--- src/rtl/mppl_pkg.sv ---
// Shared types and constants for the multichannel peak-to-peak locator.
// No dependencies; every other file in rtl/ imports this package.
package mppl_pkg;

	localparam int NUM_CHANNELS    = 4;
	localparam int SAMPLE_BITS     = 12;
	localparam int CH_W            = (NUM_CHANNELS > 1) ? $clog2(NUM_CHANNELS) : 1;
	localparam int THR_W           = 12;
	localparam int AMP_W           = 12;
	localparam int NUM_AMP_OUT     = 4;
	localparam int LED_STRIDE      = 4;
	localparam logic [THR_W-1:0] THRESHOLD_RESET = THR_W'(50);
	localparam logic [SAMPLE_BITS-1:0] SAMPLE_ONES = '1;

	typedef logic [SAMPLE_BITS-1:0] sample_t;
	typedef logic [CH_W-1:0]        chan_t;

	typedef struct packed {
		logic [SAMPLE_BITS-1:0] sample;
		logic                   frame_end;
	} in_item_t;

	typedef struct packed {
		logic [AMP_W-1:0] amplitude_ch0;
		logic [AMP_W-1:0] amplitude_ch1;
		logic [AMP_W-1:0] amplitude_ch2;
		logic [AMP_W-1:0] amplitude_ch3;
		logic [1:0]       loudest_channel;
		logic [1:0]       runner_up_channel;
		logic             source_active;
		logic [3:0]       led_index;
	} out_item_t;

	// Per-channel extremes of one finished frame
	typedef struct packed {
		logic [NUM_CHANNELS-1:0][SAMPLE_BITS-1:0] ch_max;
		logic [NUM_CHANNELS-1:0][SAMPLE_BITS-1:0] ch_min;
	} snap_t;

endpackage

--- src/rtl/mppl_front.sv ---
// Front end: channel counter and running min/max trackers per channel.
// Pushes a frame snapshot on frame end. Depends on mppl_pkg.
module mppl_front (
	input  logic              clk,
	input  logic              arst_n,
	input  logic              accept,
	input  mppl_pkg::in_item_t item,
	output logic              snap_push,
	output mppl_pkg::snap_t   snap_data
);
	import mppl_pkg::*;

	chan_t   ch_q;
	sample_t max_q [NUM_CHANNELS];
	sample_t min_q [NUM_CHANNELS];
	sample_t max_nxt [NUM_CHANNELS];
	sample_t min_nxt [NUM_CHANNELS];

	always_comb begin
		for (int c = 0; c < NUM_CHANNELS; c++) begin
			max_nxt[c] = max_q[c];
			min_nxt[c] = min_q[c];
			if (ch_q == CH_W'(c)) begin
				if (item.sample > max_q[c]) max_nxt[c] = item.sample;
				if (item.sample < min_q[c]) min_nxt[c] = item.sample;
			end
			snap_data.ch_max[c] = max_nxt[c];
			snap_data.ch_min[c] = min_nxt[c];
		end
	end

	assign snap_push = accept & item.frame_end;

	always_ff @(posedge clk or negedge arst_n) begin
		if (!arst_n) begin
			ch_q <= '0;
			for (int c = 0; c < NUM_CHANNELS; c++) begin
				max_q[c] <= '0;
				min_q[c] <= SAMPLE_ONES;
			end
		end else if (accept) begin
			if (item.frame_end) begin
				// frame closed: trackers back to empty, next frame starts at channel 0
				ch_q <= '0;
				for (int c = 0; c < NUM_CHANNELS; c++) begin
					max_q[c] <= '0;
					min_q[c] <= SAMPLE_ONES;
				end
			end else begin
				ch_q <= (ch_q == CH_W'(NUM_CHANNELS - 1)) ? '0 : ch_q + 1'b1;
				for (int c = 0; c < NUM_CHANNELS; c++) begin
					max_q[c] <= max_nxt[c];
					min_q[c] <= min_nxt[c];
				end
			end
		end
	end

endmodule

--- src/rtl/mppl_snap_fifo.sv ---
// Two-entry queue of frame snapshots between front and back.
// Depends on mppl_pkg.
module mppl_snap_fifo (
	input  logic            clk,
	input  logic            arst_n,
	input  logic            push,
	input  mppl_pkg::snap_t wr_data,
	input  logic            pop,
	output mppl_pkg::snap_t rd_data,
	output logic            full,
	output logic            empty
);
	import mppl_pkg::*;

	snap_t      mem_q [2];
	logic       wr_ptr_q;
	logic       rd_ptr_q;
	logic [1:0] cnt_q;

	assign full    = (cnt_q == 2'd2);
	assign empty   = (cnt_q == 2'd0);
	assign rd_data = mem_q[rd_ptr_q];

	always_ff @(posedge clk) begin
		if (push) mem_q[wr_ptr_q] <= wr_data;
	end

	always_ff @(posedge clk or negedge arst_n) begin
		if (!arst_n) begin
			wr_ptr_q <= 1'b0;
			rd_ptr_q <= 1'b0;
			cnt_q    <= '0;
		end else begin
			if (push) wr_ptr_q <= ~wr_ptr_q;
			if (pop)  rd_ptr_q <= ~rd_ptr_q;
			case ({push, pop})
				2'b10:   cnt_q <= cnt_q + 2'd1;
				2'b01:   cnt_q <= cnt_q - 2'd1;
				default: cnt_q <= cnt_q;
			endcase
		end
	end

endmodule

--- src/rtl/mppl_back.sv ---
// Back end: amplitudes per channel (stage 1), then top-two ranking and
// activity check into the result register. Depends on mppl_pkg.
module mppl_back (
	input  logic                 clk,
	input  logic                 arst_n,
	input  logic                 snap_avail,
	input  mppl_pkg::snap_t      snap_data,
	output logic                 snap_pop,
	input  logic [mppl_pkg::THR_W-1:0] threshold,
	input  logic                 pop,
	output logic                 empty,
	output mppl_pkg::out_item_t  result
);
	import mppl_pkg::*;

	sample_t   amp_s1 [NUM_CHANNELS];
	logic      valid_s1;
	out_item_t out_q;
	logic      out_v_q;

	logic      out_free;
	logic      load_s1;
	chan_t     best;
	chan_t     second;
	logic      have_second;
	logic      active;
	sample_t   amp_out [NUM_AMP_OUT];
	out_item_t res_nxt;

	assign out_free = !out_v_q || pop;
	assign load_s1  = !valid_s1 || out_free;
	assign snap_pop = snap_avail && load_s1;
	assign empty    = !out_v_q;
	assign result   = out_q;

	// Ranking: strict compares keep the lower index on ties
	always_comb begin
		best        = '0;
		second      = '0;
		have_second = 1'b0;
		for (int c = 1; c < NUM_CHANNELS; c++) begin
			if (amp_s1[c] > amp_s1[best]) best = CH_W'(c);
		end
		for (int c = 0; c < NUM_CHANNELS; c++) begin
			if (CH_W'(c) != best) begin
				if (!have_second || amp_s1[c] > amp_s1[second]) begin
					second      = CH_W'(c);
					have_second = 1'b1;
				end
			end
		end
		active = (32'(amp_s1[best]) >= 32'(threshold)) ||
		         (32'(amp_s1[second]) >= 32'(threshold));
		for (int c = 0; c < NUM_AMP_OUT; c++) begin
			amp_out[c] = (c < NUM_CHANNELS) ? amp_s1[c % NUM_CHANNELS] : '0;
		end
		res_nxt.amplitude_ch0     = AMP_W'(amp_out[0]);
		res_nxt.amplitude_ch1     = AMP_W'(amp_out[1]);
		res_nxt.amplitude_ch2     = AMP_W'(amp_out[2]);
		res_nxt.amplitude_ch3     = AMP_W'(amp_out[3]);
		res_nxt.loudest_channel   = 2'(32'(best));
		res_nxt.runner_up_channel = 2'(32'(second));
		res_nxt.source_active     = active;
		res_nxt.led_index         = 4'(32'(best) * LED_STRIDE);
	end

	always_ff @(posedge clk) begin
		if (snap_pop) begin
			// channel with no samples still has max < min: report 0
			for (int c = 0; c < NUM_CHANNELS; c++) begin
				amp_s1[c] <= (snap_data.ch_max[c] >= snap_data.ch_min[c]) ?
				             snap_data.ch_max[c] - snap_data.ch_min[c] : '0;
			end
		end
		if (valid_s1 && out_free) out_q <= res_nxt;
	end

	always_ff @(posedge clk or negedge arst_n) begin
		if (!arst_n) begin
			valid_s1 <= 1'b0;
			out_v_q  <= 1'b0;
		end else begin
			if (load_s1)  valid_s1 <= snap_avail;
			if (out_free) out_v_q  <= valid_s1;
		end
	end

endmodule

--- src/rtl/multichannel_peak_to_peak_locator_unit.sv ---
// Multichannel peak-to-peak locator: top level, threshold register and wiring.
// Path: a frame-end sample's snapshot passes the snapshot queue, the stage-1 amplitudes, then the result register.
// Throughput: one sample per cycle; full rises only when both snapshot queue
// entries are taken and the result queue is stalled.
// Reset: threshold 50, trackers empty (max 0, min all ones), counter 0, queues empty.
// Depends on mppl_pkg, mppl_front, mppl_snap_fifo, mppl_back.
module multichannel_peak_to_peak_locator_unit (
	input  logic                          clk,
	input  logic                          arst_n,
	input  logic                          push,
	output logic                          full,
	input  mppl_pkg::in_item_t            item,
	output logic                          empty,
	input  logic                          pop,
	output mppl_pkg::out_item_t           result,
	input  logic                          cfg_valid,
	output logic                          cfg_ready,
	input  logic [mppl_pkg::THR_W-1:0]    cfg_data
);
	import mppl_pkg::*;

	logic             [THR_W-1:0] threshold_q;
	logic             accept;
	logic             snap_push;
	snap_t            snap_wr;
	snap_t            snap_rd;
	logic             snap_pop;
	logic             snap_empty;

	assign cfg_ready = 1'b1;
	assign accept    = push && !full;

	always_ff @(posedge clk or negedge arst_n) begin
		if (!arst_n) begin
			threshold_q <= THRESHOLD_RESET;
		end else if (cfg_valid && cfg_ready) begin
			threshold_q <= cfg_data;
		end
	end

	mppl_front u_front (
		.clk       (clk),
		.arst_n    (arst_n),
		.accept    (accept),
		.item      (item),
		.snap_push (snap_push),
		.snap_data (snap_wr)
	);

	mppl_snap_fifo u_fifo (
		.clk     (clk),
		.arst_n  (arst_n),
		.push    (snap_push),
		.wr_data (snap_wr),
		.pop     (snap_pop),
		.rd_data (snap_rd),
		.full    (full),
		.empty   (snap_empty)
	);

	mppl_back u_back (
		.clk        (clk),
		.arst_n     (arst_n),
		.snap_avail (!snap_empty),
		.snap_data  (snap_rd),
		.snap_pop   (snap_pop),
		.threshold  (threshold_q),
		.pop        (pop),
		.empty      (empty),
		.result     (result)
	);

endmodule
--- config.mk ---
export PLATFORM = sky130hd
export DESIGN_NAME = multichannel_peak_to_peak_locator_unit
export DESIGN_NICKNAME = d
export VERILOG_FILES = /design/src/rtl/mppl_pkg.sv /design/src/rtl/mppl_front.sv /design/src/rtl/mppl_snap_fifo.sv /design/src/rtl/mppl_back.sv /design/src/rtl/multichannel_peak_to_peak_locator_unit.sv
export SDC_FILE = /design/constraint.sdc
export NUM_CORES = 1
export LEC_CHECK = 0
export ABC_CLOCK_PERIOD_IN_PS = 28200
export BUFFER_PORTS_ARGS = -buffer_cell sky130_fd_sc_hd__buf_4
export CAP_MARGIN = 25
export CORE_MARGIN = 5
export CORE_UTILIZATION = 40
export DETAILED_ROUTE_END_ITERATION = 10
export GPL_ROUTABILITY_DRIVEN = 1
export PLACE_DENSITY = 0.62
export SETUP_SLACK_MARGIN = 0.3
export SLEW_MARGIN = 15
export SYNTH_ARGS = -nofsm -noshare
export SYNTH_HDL_FRONTEND = slang
export SYNTH_SLANG_ARGS = --single-unit
export TNS_END_PERCENT = 100
--- constraint.sdc ---
create_clock -name clk -period 28.2 [get_ports clk]
set_clock_uncertainty 0.2 [all_clocks]
set_input_delay 2.82 -clock clk [delete_from_list [all_inputs] [get_ports clk]]
set_output_delay 2.82 -clock clk [all_outputs]
set_load 0.05 [all_outputs]
==> results of run 1 <==
how the worst max path moves through the flow:
stage	startpoint	end	cells past startpoint
6_report	u_back.amp_s1[0][11]	u_back.result[4]	48
5_1_grt	u_back.amp_s1[0][11]	u_back.result[4]	48
4_1_cts	u_back.amp_s1[0][11]	u_back.result[4]	48
3_5_place_dp	u_back.amp_s1[1][8]	u_back.result[4]	47
3_3_place_gp	u_back.amp_s1[1][11]	u_back.result[4]	47
2_1_floorplan	u_back.amp_s1[1][7]	u_back.result[4]	54
sequential cells by signal, indices dropped and copies added, names as in the netlist:
name             flops
u_back.out_v_q       1
u_back.amp_s1       48
u_fifo.rd_ptr_q      1
u_front.min_q       48
u_fifo.mem_q       192
u_fifo.cnt_q         2
u_front.ch_q         2
u_front.max_q       48
u_back.valid_s1      1
threshold_q         12
u_fifo.wr_ptr_q      1
u_back.result       53
layout make-up:
class	count	share of cell area
Sequential cell	409	0.454
Tap cell	756	0.0365
Multi-Input combinational cell	1261	0.396
Inverter	154	0.0223
Clock buffer	52	0.0468
Timing Repair Buffer	101	0.0296
Clock inverter	33	0.0156
logic make-up after synthesis:
family                   after synthesis  share of synthesized area
AO/OA/AOI/OAI                        413                      0.123
adder cells (fa/ha/maj)              233                      0.128
buffers and inverters                240                     0.0412
multiplexers                         197                     0.0979
XOR/XNOR                              34                     0.0138
AND/OR/NAND/NOR                      381                     0.0819
flip-flops                           409                      0.513
other                                  2                   0.000328
metal layers:
layer | part of all wire | GRT usage | vias to the layer above
met1 | 0.47 | 0.254 | 7300
met3 | 0.043 | 0.0328 | 94
met2 | 0.45 | 0.286 | 308
met5 | 0 | 0 | -
met4 | 0.033 | 0.0602 | 0
li1 | - | - | 7231
per-stage QoR:
step	util	cell area [µm²]	hold WS (ns)
final	0.458	25900	0.311
after global routing	0.458	25900	0.320
after floorplan	-	22900	0.249
after CTS	0.458	25900	0.314
after global placement	0.429	24300	0.277
after detailed placement	0.430	24300	0.305
cells in the mapped netlist (54+ instances only):
cell / count
ha_1: 229
mux2i_1: 66
mux2_2: 120
dfrtp_1: 65
o21ai_0: 88
a21oi_1: 84
clkbuf_1: 72
inv_1: 153
nand2_1: 90
edfxtp_1: 293
a21o_1: 54
nor2_1: 93
critical path: cells and delay by family, from the launching register on:
kind / cells / cell delay (ns)
AO/OA/AOI/OAI: 20 / 5.55
AND/OR/NAND/NOR: 14 / 3.03
adder cells (fa/ha/maj): 6 / 1.54
multiplexers: 3 / 1.18
XOR/XNOR: 1 / 0.75
buffers and inverters: 4 / 0.57
flip-flops: 1 / 0.44
==> results by group, run 1 <==
Status
  – Status: finished, final reports clean

Setup path
  – Crit path kind: reg -> reg
  – CP Capture Type: flop
  – Worst Path Arrival: 13.68 ns
  – Reg2reg setup slack: 14.63 ns
  – Reg2Reg Depth: 48
  – R2R Path Start: u_back.amp_s1[0][11]
  – Worst stage delay on the critical path: 0.75 ns
  – CP most frequent cell: ha_1
  – Slowest CP cell: xor2_4
  – CP max FO: 24
  – Critical Path RT: 28.31 ns
  – Crit path launch type: flop
  – R2r endpoint: u_back.result[4]

Timing
  – Max-slew violation count: 0
  – Worst slew pin tran: 1.02 ns
  – Post-route setup slack: 14.63 ns
  – Count of final hold-check violations: 0
  – Final setup fails: 0
  – Tcrit/Tclk final: 0.481
  – Min cycle time layout: 13.57 ns
  – Sum Neg Setup Slack: 0 ns
  – Fmax: 0.0737 GHz
  – Setup repair after global routing missed its margin: no
  – Worst rel slew slack: 0.318

Floorplan
  – Die ar.: 62200 µm²
  – Die outline height: 249 µm
  – Initial Util: 0.405
  – Std-Cell Rows: 87
  – Die Width: 249 µm
  – Core Area: 56600 µm²
  – Boundary Pins: 90

Final layout
  – Most frequent cells in the layout: 293 x edfxtp_1, 229 x ha_1, 153 x inv_1
  – Multi-input logic area: 10300 µm²
  – Fillers: 5109
  – Final Instance Count excl. Fillers: 2766
  – FF+latch area: 11800 µm²
  – Fin nets: 2236
  – Layout cell share with drive strength beyond 1: 0.193
  – Area grow syn2layout: 13.2%
  – Most common cell after layout, fill and taps aside: edfxtp_1
  – Ant. Diodes: 0

Global route
  – Largest net degree at the start of global routing: 68
  – Total gr overflow: 0
  – Vias in the first global route: 15000
  – Global-route wire length before repair: 88.7 mm
  – Total GRT Usage: 0.181
  – Initial antenna violation count: 0

Logic synthesis
  – Cell Area, Synth: 22900 µm²
  – Post-synth ARST share: 0.284
  – Sequential share of the synthesized area: 0.513
  – Ys flop type: edfxtp_1
  – Synth top area cells: edfxtp_1 38%, ha_1 12%, dfrtp_1 7.1%, mux2_2 5.9%, dfstp_2 5.8%
  – Synth Instances: 1909
  – YS warnings: 0
  – Yosys top cell area share: 0.384
  – Top cell type by total area after synthesis: edfxtp_1
  – Flop and latch count out of synthesis: 409
  – Post-synth EDFFs: 293
  – Synth cell types: 63
  – Mapped Avg Cell Area: 12.0 µm²

Route
  – Final ANT Viol Nets: 0
  – Vias: 14900
  – Post-route DRC: 0
  – TritonRoute pass-1 iters: 5
  – Post-DR wirelength/cell: 20.8 µm
  – Vias per cell: 5.40
  – Routed wire length: 57.5 mm
  – Iter 0 DRT Violations: 1048

Clocking
  – Clk Tree Root Cell: clkbuf_16
  – Post-cts sizing count: 0
  – Cts hold-fix bufs: 0
  – CTS buffer count: 46
  – Clk sink count: 409
  – CTS tree: yes
  – Source-to-sink clock delay at the later pin of the worst-skew pair: 0.59 ns
  – Setup bufs post-CTS: 0
  – Clock-pin slew on the worst setup and hold paths: 0.06 ns
  – H-tree levels: 2
  – CTS max path bufs: 3

Placement
  – Placed Cells: 2681
  – Port Buffers: 86
  – Hpwl dp: 40.2 mm
  – RePlAce Congestion: 0.825
  – Pre-CTS WS: 14.81 ns

Worst hold path
  – Worst Hold Class: reg -> reg
  – Hold_sp: u_front.min_q[33]
  – Worst Hold Depth: 1
  – WHS Endpoint: u_front.min_q[33]

Run
  – Maximum capacitance violations: 0
Power of run 1 is left out: the tool's default activity adds up to more than one toggle a clock period on the data nets, which glitch-free logic cannot reach.
==> inputs of run 2 (changes only) <==
--- a/config.mk
+++ b/config.mk
@@ -5,14 +5,14 @@
 export SDC_FILE = /design/constraint.sdc
 export NUM_CORES = 1
 export LEC_CHECK = 0
-export ABC_CLOCK_PERIOD_IN_PS = 28200
+export ABC_CLOCK_PERIOD_IN_PS = 11900
 export BUFFER_PORTS_ARGS = -buffer_cell sky130_fd_sc_hd__buf_4
 export CAP_MARGIN = 25
 export CORE_MARGIN = 5
 export CORE_UTILIZATION = 40
 export DETAILED_ROUTE_END_ITERATION = 10
 export GPL_ROUTABILITY_DRIVEN = 1
-export PLACE_DENSITY = 0.62
+export PLACE_DENSITY = 0.64
 export SETUP_SLACK_MARGIN = 0.3
 export SLEW_MARGIN = 15
 export SYNTH_ARGS = -nofsm -noshare
==> constraint.sdc (replaced) <==
create_clock -name clk -period 11.9 [get_ports clk]
set_clock_uncertainty 0.2 [all_clocks]
set_input_delay 1.19 -clock clk [delete_from_list [all_inputs] [get_ports clk]]
set_output_delay 1.19 -clock clk [all_outputs]
set_load 0.05 [all_outputs]
==> run 2 against run 1 <==
Die area stayed put; worst setup slack got worse by 14 ns; non-clock buffer count up 20; critical path depth increased by 1; maximum frequency rose by 21%; hold slack got worse by 0.0079 ns.
==> results by group, run 2 (synthesis results as in run 1) <==
Status
  – Status: finished, final reports clean

Timing
  – Worst rel slew slack: 0.359 (+0.0412)
  – Count of final hold-check violations: 0 (unchanged)
  – Final setup fails: 0 (unchanged)
  – Sum Neg Setup Slack: 0 ns (unchanged)
  – Fmax: 0.0894 GHz (+21%)
  – Setup repair after global routing missed its margin: no
  – Tcrit/Tclk final: 0.940 (+0.459)
  – Max-slew violation count: 0 (unchanged)
  – Min cycle time layout: 11.19 ns (-2.38 ns)
  – Worst slew pin tran: 0.958 ns (-0.0648 ns)

Setup path
  – Reg2reg setup slack: 0.71 ns (-13.92 ns)
  – Worst stage delay on the critical path: 0.52 ns (-0.23 ns)
  – CP Capture Type: flop
  – Worst Path Arrival: 11.29 ns (-2.39 ns)
  – Crit path kind: reg -> reg
  – CP most frequent cell: ha_1
  – CP max FO: 24 (unchanged)
  – Crit path launch type: flop
  – Slowest CP cell: edfxtp_1
  – Top Family by Delay on Critical Path: compound AO/OA/AOI/OAI gates
  – Buffers & Inverters on Critical Path: 4 (unchanged)
  – Critical Path RT: 12.00 ns (-16.31 ns)

Global route
  – Total GRT Usage: 0.178 (-0.00303)
  – Largest net degree at the start of global routing: 68 (unchanged)
  – Vias in the first global route: 15000 (+0.41%)
  – Global-route wire length before repair: 87.7 mm (-1.1%)
  – Initial antenna violation count: 0 (unchanged)
  – Total gr overflow: 0 (unchanged)

Final layout
  – Layout cell share with drive strength beyond 1: 0.199 (+0.00618)
  – Ant. Diodes: 0 (unchanged)
  – Fin nets: 2255 (+0.85%)
  – Most frequent cells in the layout: 293 x edfxtp_1, 228 x ha_1, 153 x inv_1
  – Most common cell after layout, fill and taps aside: edfxtp_1
  – Area grow syn2layout: 13.6%
  – Top reg by flops: u_fifo.mem_q
  – Largest register FFs: 192 (unchanged)

Route
  – TritonRoute pass-1 iters: 5 (unchanged)
  – Iter 0 DRT Violations: 967 (-7.7%)
  – Post-DR wirelength/cell: 20.5 µm (-1.5%)
  – Vias per cell: 5.42 (+0.34%)
  – Routed wire length: 56.9 mm (-0.89%)
  – Post-route DRC: 0 (unchanged)
  – Vias: 15100 (+0.99%)
  – Final ANT Viol Nets: 0 (unchanged)

Clocking
  – Source-to-sink clock delay at the later pin of the worst-skew pair: 0.58 ns (about the same)
  – Clk Tree Root Cell: clkbuf_16
  – CTS max path bufs: 3 (unchanged)
  – H-tree levels: 2 (unchanged)
  – CTS buffer count: 45 (-2.2%)
  – Clock-pin slew on the worst setup and hold paths: 0.06 ns (about the same)
  – Clk sink count: 409 (unchanged)
  – CTS tree: yes

Floorplan
  – Std-Cell Rows: 87 (unchanged)
  – Core Area: 56600 µm² (unchanged)
  – Die Width: 249 µm (unchanged)
  – Initial Util: 0.405 (unchanged)
  – Die ar.: 62200 µm² (unchanged)
  – Die outline height: 249 µm (unchanged)
  – Boundary Pins: 90 (unchanged)

Placement
  – Hpwl dp: 39.8 mm (-1.1%)
  – Port Buffers: 86 (unchanged)
  – RePlAce Congestion: 0.881 (+6.8%)

Run
  – Maximum capacitance violations: 0 (unchanged)

Worst hold path
  – Worst Hold Class: reg -> reg
==> run 2: what timing repair did <==
action | in CTS | in global routing
setup buffers | 0 | 6
resized for setup | 1 | 10
hold buffers | 0 | 0
hold endpoints to repair | 0 | 0
pin swaps | 0 | 0
endpoints found under the setup margin | 1 | 1
==> run 2: path summary, 6_finish.rpt <==
check | cells past startpoint | end | start
max | 49 | u_back.result[4] | u_back.amp_s1[1][6]
min | 1 | u_fifo.cnt_q[1] | u_fifo.cnt_q[1]
max reg2reg | 49 | u_back.result[4] | u_back.amp_s1[1][6]
min reg2reg | 1 | u_fifo.cnt_q[1] | u_fifo.cnt_q[1]
max in group asynchronous | 2 | u_fifo.rd_ptr_q | arst_n
min in group asynchronous | 1 | u_front.max_q[41] | arst_n
==> run 2: final cells by class <==
class	count	area, µm²
repair buffers	121	918
flip-flops and latches	409	11800
clock inverters	25	265
multi-input cells	1261	10300
well taps	756	946
clock buffers	58	1260
inverters	154	586
fillers	5074	30600
==> run 2: through the flow <==
step	util	instances	hold WS [ns]	cell area, µm²	setup WS, ns
global route	0.460	2784	0.320	26000	0.283
floorplan	-	1910	0.249	22900	0.418
global placement	0.432	2694	0.278	24400	0.483
CTS	0.459	2777	0.304	26000	0.319
finish	0.460	2784	0.303	26000	0.713
detailed placement	0.432	2694	0.287	24400	0.285
==> run 2: layer usage <==
layer | vias up | global-route usage | wire length, µm
met5 | - | 0 | 0
met4 | 0 | 0.0637 | 2000
met3 | 100 | 0.0311 | 2830
met2 | 376 | 0.279 | 25700
met1 | 7348 | 0.251 | 26400
li1 | 7257 | - | -
Power of run 2 is left out for the same reason.
==> inputs of run 3 (changes only) <==
--- a/config.mk
+++ b/config.mk
@@ -17,5 +17,6 @@
 export SLEW_MARGIN = 15
 export SYNTH_ARGS = -nofsm -noshare
 export SYNTH_HDL_FRONTEND = slang
+export SYNTH_HIERARCHICAL = 1
 export SYNTH_SLANG_ARGS = --single-unit
 export TNS_END_PERCENT = 100
==> run 3 against run 2 <==
Maximum frequency rose by 1.4%; clock-buffer cell count is 4 higher; synthesized cell count rose by 5.2%; synthesized area up 3.1%; first-iteration DRC count increased by 30%; worst setup slack improved by 0.16 ns.
==> results by group, run 3 <==
Clocking
  – Clk sink count: 409 (unchanged)
  – CTS buffer count: 46 (+2.2%)
  – CTS tree: yes
  – Cts hold-fix bufs: 0 (unchanged)
  – Clk Tree Root Cell: clkbuf_16
  – Clock-pin slew on the worst setup and hold paths: 0.06 ns (about the same)
  – CTS max path bufs: 3 (unchanged)
  – Source-to-sink clock delay at the later pin of the worst-skew pair: 0.59 ns (about the same)
  – H-tree levels: 2 (unchanged)

Global route
  – Largest net degree at the start of global routing: 65 (-4.4%)
  – Met2 global-route usage: 0.305 (+0.0263)
  – Total gr overflow: 0 (unchanged)
  – Global-route wire length before repair: 92.7 mm (+5.7%)
  – Total GRT Usage: 0.186 (+0.00760)
  – Vias in the first global route: 16000 (+6.2%)
  – Initial antenna violation count: 0 (unchanged)
  – Met3 Usage GRT: 0.0256 (-0.00555)
  – GRT met1 Usage: 0.253 (+0.00170)
  – Top Usage Layer GRT: met2

Timing
  – Worst rel slew slack: 0.385 (+0.0264)
  – Count of final hold-check violations: 0 (unchanged)
  – Post-route setup slack: 0.870 ns (+0.157 ns)
  – Min cycle time layout: 11.03 ns (-0.157 ns)
  – Final setup fails: 0 (unchanged)
  – Setup repair after global routing missed its margin: no
  – Max-slew violation count: 0 (unchanged)
  – Fmax: 0.0907 GHz (+1.4%)
  – Worst slew pin tran: 0.918 ns (-0.0400 ns)
  – Tcrit/Tclk final: 0.927 (-0.0132)

Route
  – Post-route DRC: 0 (unchanged)
  – Vias per cell: 5.40 (-0.36%)
  – Iter 0 DRT Violations: 1256 (+30%)
  – Routed wire length: 60.7 mm (+6.5%)
  – TritonRoute pass-1 iters: 6 (+1)
  – Final ANT Viol Nets: 0 (unchanged)
  – Vias: 15800 (+4.8%)
  – Post-DR wirelength/cell: 20.7 µm (+1.3%)

Logic synthesis
  – Commonest cells post-synth: 293 x edfxtp_1, 229 x ha_1, 201 x inv_1, 139 x mux2_2, 134 x nor2_1
  – Synth cell types: 78 (+24%)
  – Synth Instances: 2009 (+5.2%)
  – Post-synth ARST share: 0.284 (unchanged)
  – Yosys top cell area share: 0.372 (-0.0114)
  – Post-synth EDFFs: 293 (unchanged)
  – Top cell type by total area after synthesis: edfxtp_1
  – Synth top area cells: edfxtp_1 37%, ha_1 12%, dfrtp_1 6.9%, mux2_2 6.6%, dfstp_2 5.7%
  – YS warnings: 6 (+6)
  – Cell Area, Synth: 23600 µm² (+3.1%)
  – Mapped Avg Cell Area: 11.8 µm² (-2.1%)
  – Sequential share of the synthesized area: 0.498 (-0.0152)
  – Ys flop type: edfxtp_1
  – Most frequent cell after synthesis: edfxtp_1
  – Flop and latch count out of synthesis: 409 (unchanged)

Final layout
  – Top reg by flops: u_fifo/mem_q
  – Ant. Diodes: 0 (unchanged)
  – Most frequent cells in the layout: 293 x edfxtp_1, 229 x ha_1, 201 x inv_1
  – Layout cell share with drive strength beyond 1: 0.235 (+0.0362)
  – Fin nets: 2382 (+5.6%)
  – Fillers: 5336 (+5.2%)
  – Largest register FFs: 192 (unchanged)
  – Area grow syn2layout: 14.0%
  – Most common cell after layout, fill and taps aside: edfxtp_1

Placement
  – RePlAce Congestion: 0.893 (+1.4%)
  – Port Buffers: 86 (unchanged)
  – Hpwl dp: 43.3 mm (+8.9%)
  – Pre-CTS WS: -0.00459 ns (-0.290 ns)

Floorplan
  – Die ar.: 64000 µm² (+2.9%)
  – Std-Cell Rows: 89 (+2.3%)
  – Boundary Pins: 90 (unchanged)
  – Core Area: 58800 µm² (+3.9%)
  – Die outline height: 253 µm (+1.5%)
  – Die Width: 253 µm (+1.5%)
  – Initial Util: 0.402 (-0.00320)

Setup path
  – Worst Path Arrival: 11.15 ns (-0.14 ns)
  – Critical Path RT: 12.02 ns (+0.02 ns)
  – Reg2reg setup slack: 0.87 ns (+0.16 ns)
  – CP most frequent cell: ha_1
  – Crit path launch type: flop
  – Crit path kind: reg -> reg
  – Worst stage delay on the critical path: 0.42 ns (-0.10 ns)
  – CP max FO: 13 (-46%)
  – CP Capture Type: flop
  – Slowest CP cell: edfxtp_1

Status
  – Status: finished, final reports clean

Run
  – Maximum capacitance violations: 0 (unchanged)

Worst hold path
  – Worst Hold Class: reg -> reg
-- run 3: cell types whose count changed in the layout (fill, tap and decap cells not counted), moves of 31 or more --
cell / delta
mux2_4: +38
mux2i_1: -51
o22a_1: -31
inv_1: +48
nor2_1: +43
-- run 3: critical path: cells and delay by family (launching register included) --
family / cells / cell delay [ns]
xor+xnor: 1 / 0.25
fa+ha+maj: 6 / 1.78
buf+inv: 5 / 0.83
compound gates: 23 / 4.44
mux: 4 / 1.14
flops: 1 / 0.42
simple gates: 9 / 1.70
-- run 3: layout make-up --
class / count / area (µm²) / area share
Timing Repair Buffer: 144 / 1090 / 0.0406
Clock inverter: 21 / 282 / 0.0105
Inverter: 201 / 754 / 0.0280
Clock buffer: 62 / 1280 / 0.0476
Tap cell: 773 / 967 / 0.0359
Sequential cell: 409 / 11800 / 0.437
Multi-Input combinational cell: 1317 / 10800 / 0.400
-- run 3: path summary, 6_finish.rpt --
kind	start	endpoint	depth (start not counted)
min in group asynchronous	arst_n	threshold_q[7]	1
max	u_back/amp_s1[0][11]	u_back/result[4]	48
min	u_front/min_q[12]	u_front/min_q[12]	2
max reg2reg	u_back/amp_s1[0][11]	u_back/result[4]	48
min reg2reg	u_front/min_q[12]	u_front/min_q[12]	2
max in group asynchronous	arst_n	u_front/max_q[32]	2
-- run 3: metal layers --
layer / vias up / wire length, µm
met2: 459 / 28300
met5: - / 0
met4: 0 / 2220
met1: 7653 / 27200
li1: 7549 / -
met3: 137 / 2950
-- run 3: per-stage QoR --
stage          utilization  hold WS, ns  area [µm²]  cells  setup TNS, ns
5_1_grt              0.458        0.310       26900   2927              0
3_3_place_gp         0.426        0.257       25100   2813              0
2_1_floorplan            -        0.247       23600   2010              0
4_1_cts              0.453        0.271       26700   2901              0
3_5_place_dp         0.426        0.262       25100   2814       -0.00459
6_report             0.458        0.272       26900   2927              0
-- run 3: logic make-up (layout without fill, tap and decap cells) --
group / count (synthesis) / after routing / synth area share
fa+ha+maj: 233 / 233 / 0.125
xor+xnor: 30 / 30 / 0.0119
compound gates: 408 / 409 / 0.120
other cells: 2 / 3 / 0.000318
simple gates: 437 / 438 / 0.0878
mux: 204 / 204 / 0.107
flops: 409 / 409 / 0.498
buf+inv: 286 / 428 / 0.0506
-- run 3: what timing repair did --
item	in CTS	in global routing
resized for setup	3	14
gates cloned	0	2
setup buffers	4	22
pin swaps	2	8
setup endpoints to repair	1	1
Power of run 3 is left out for the same reason.
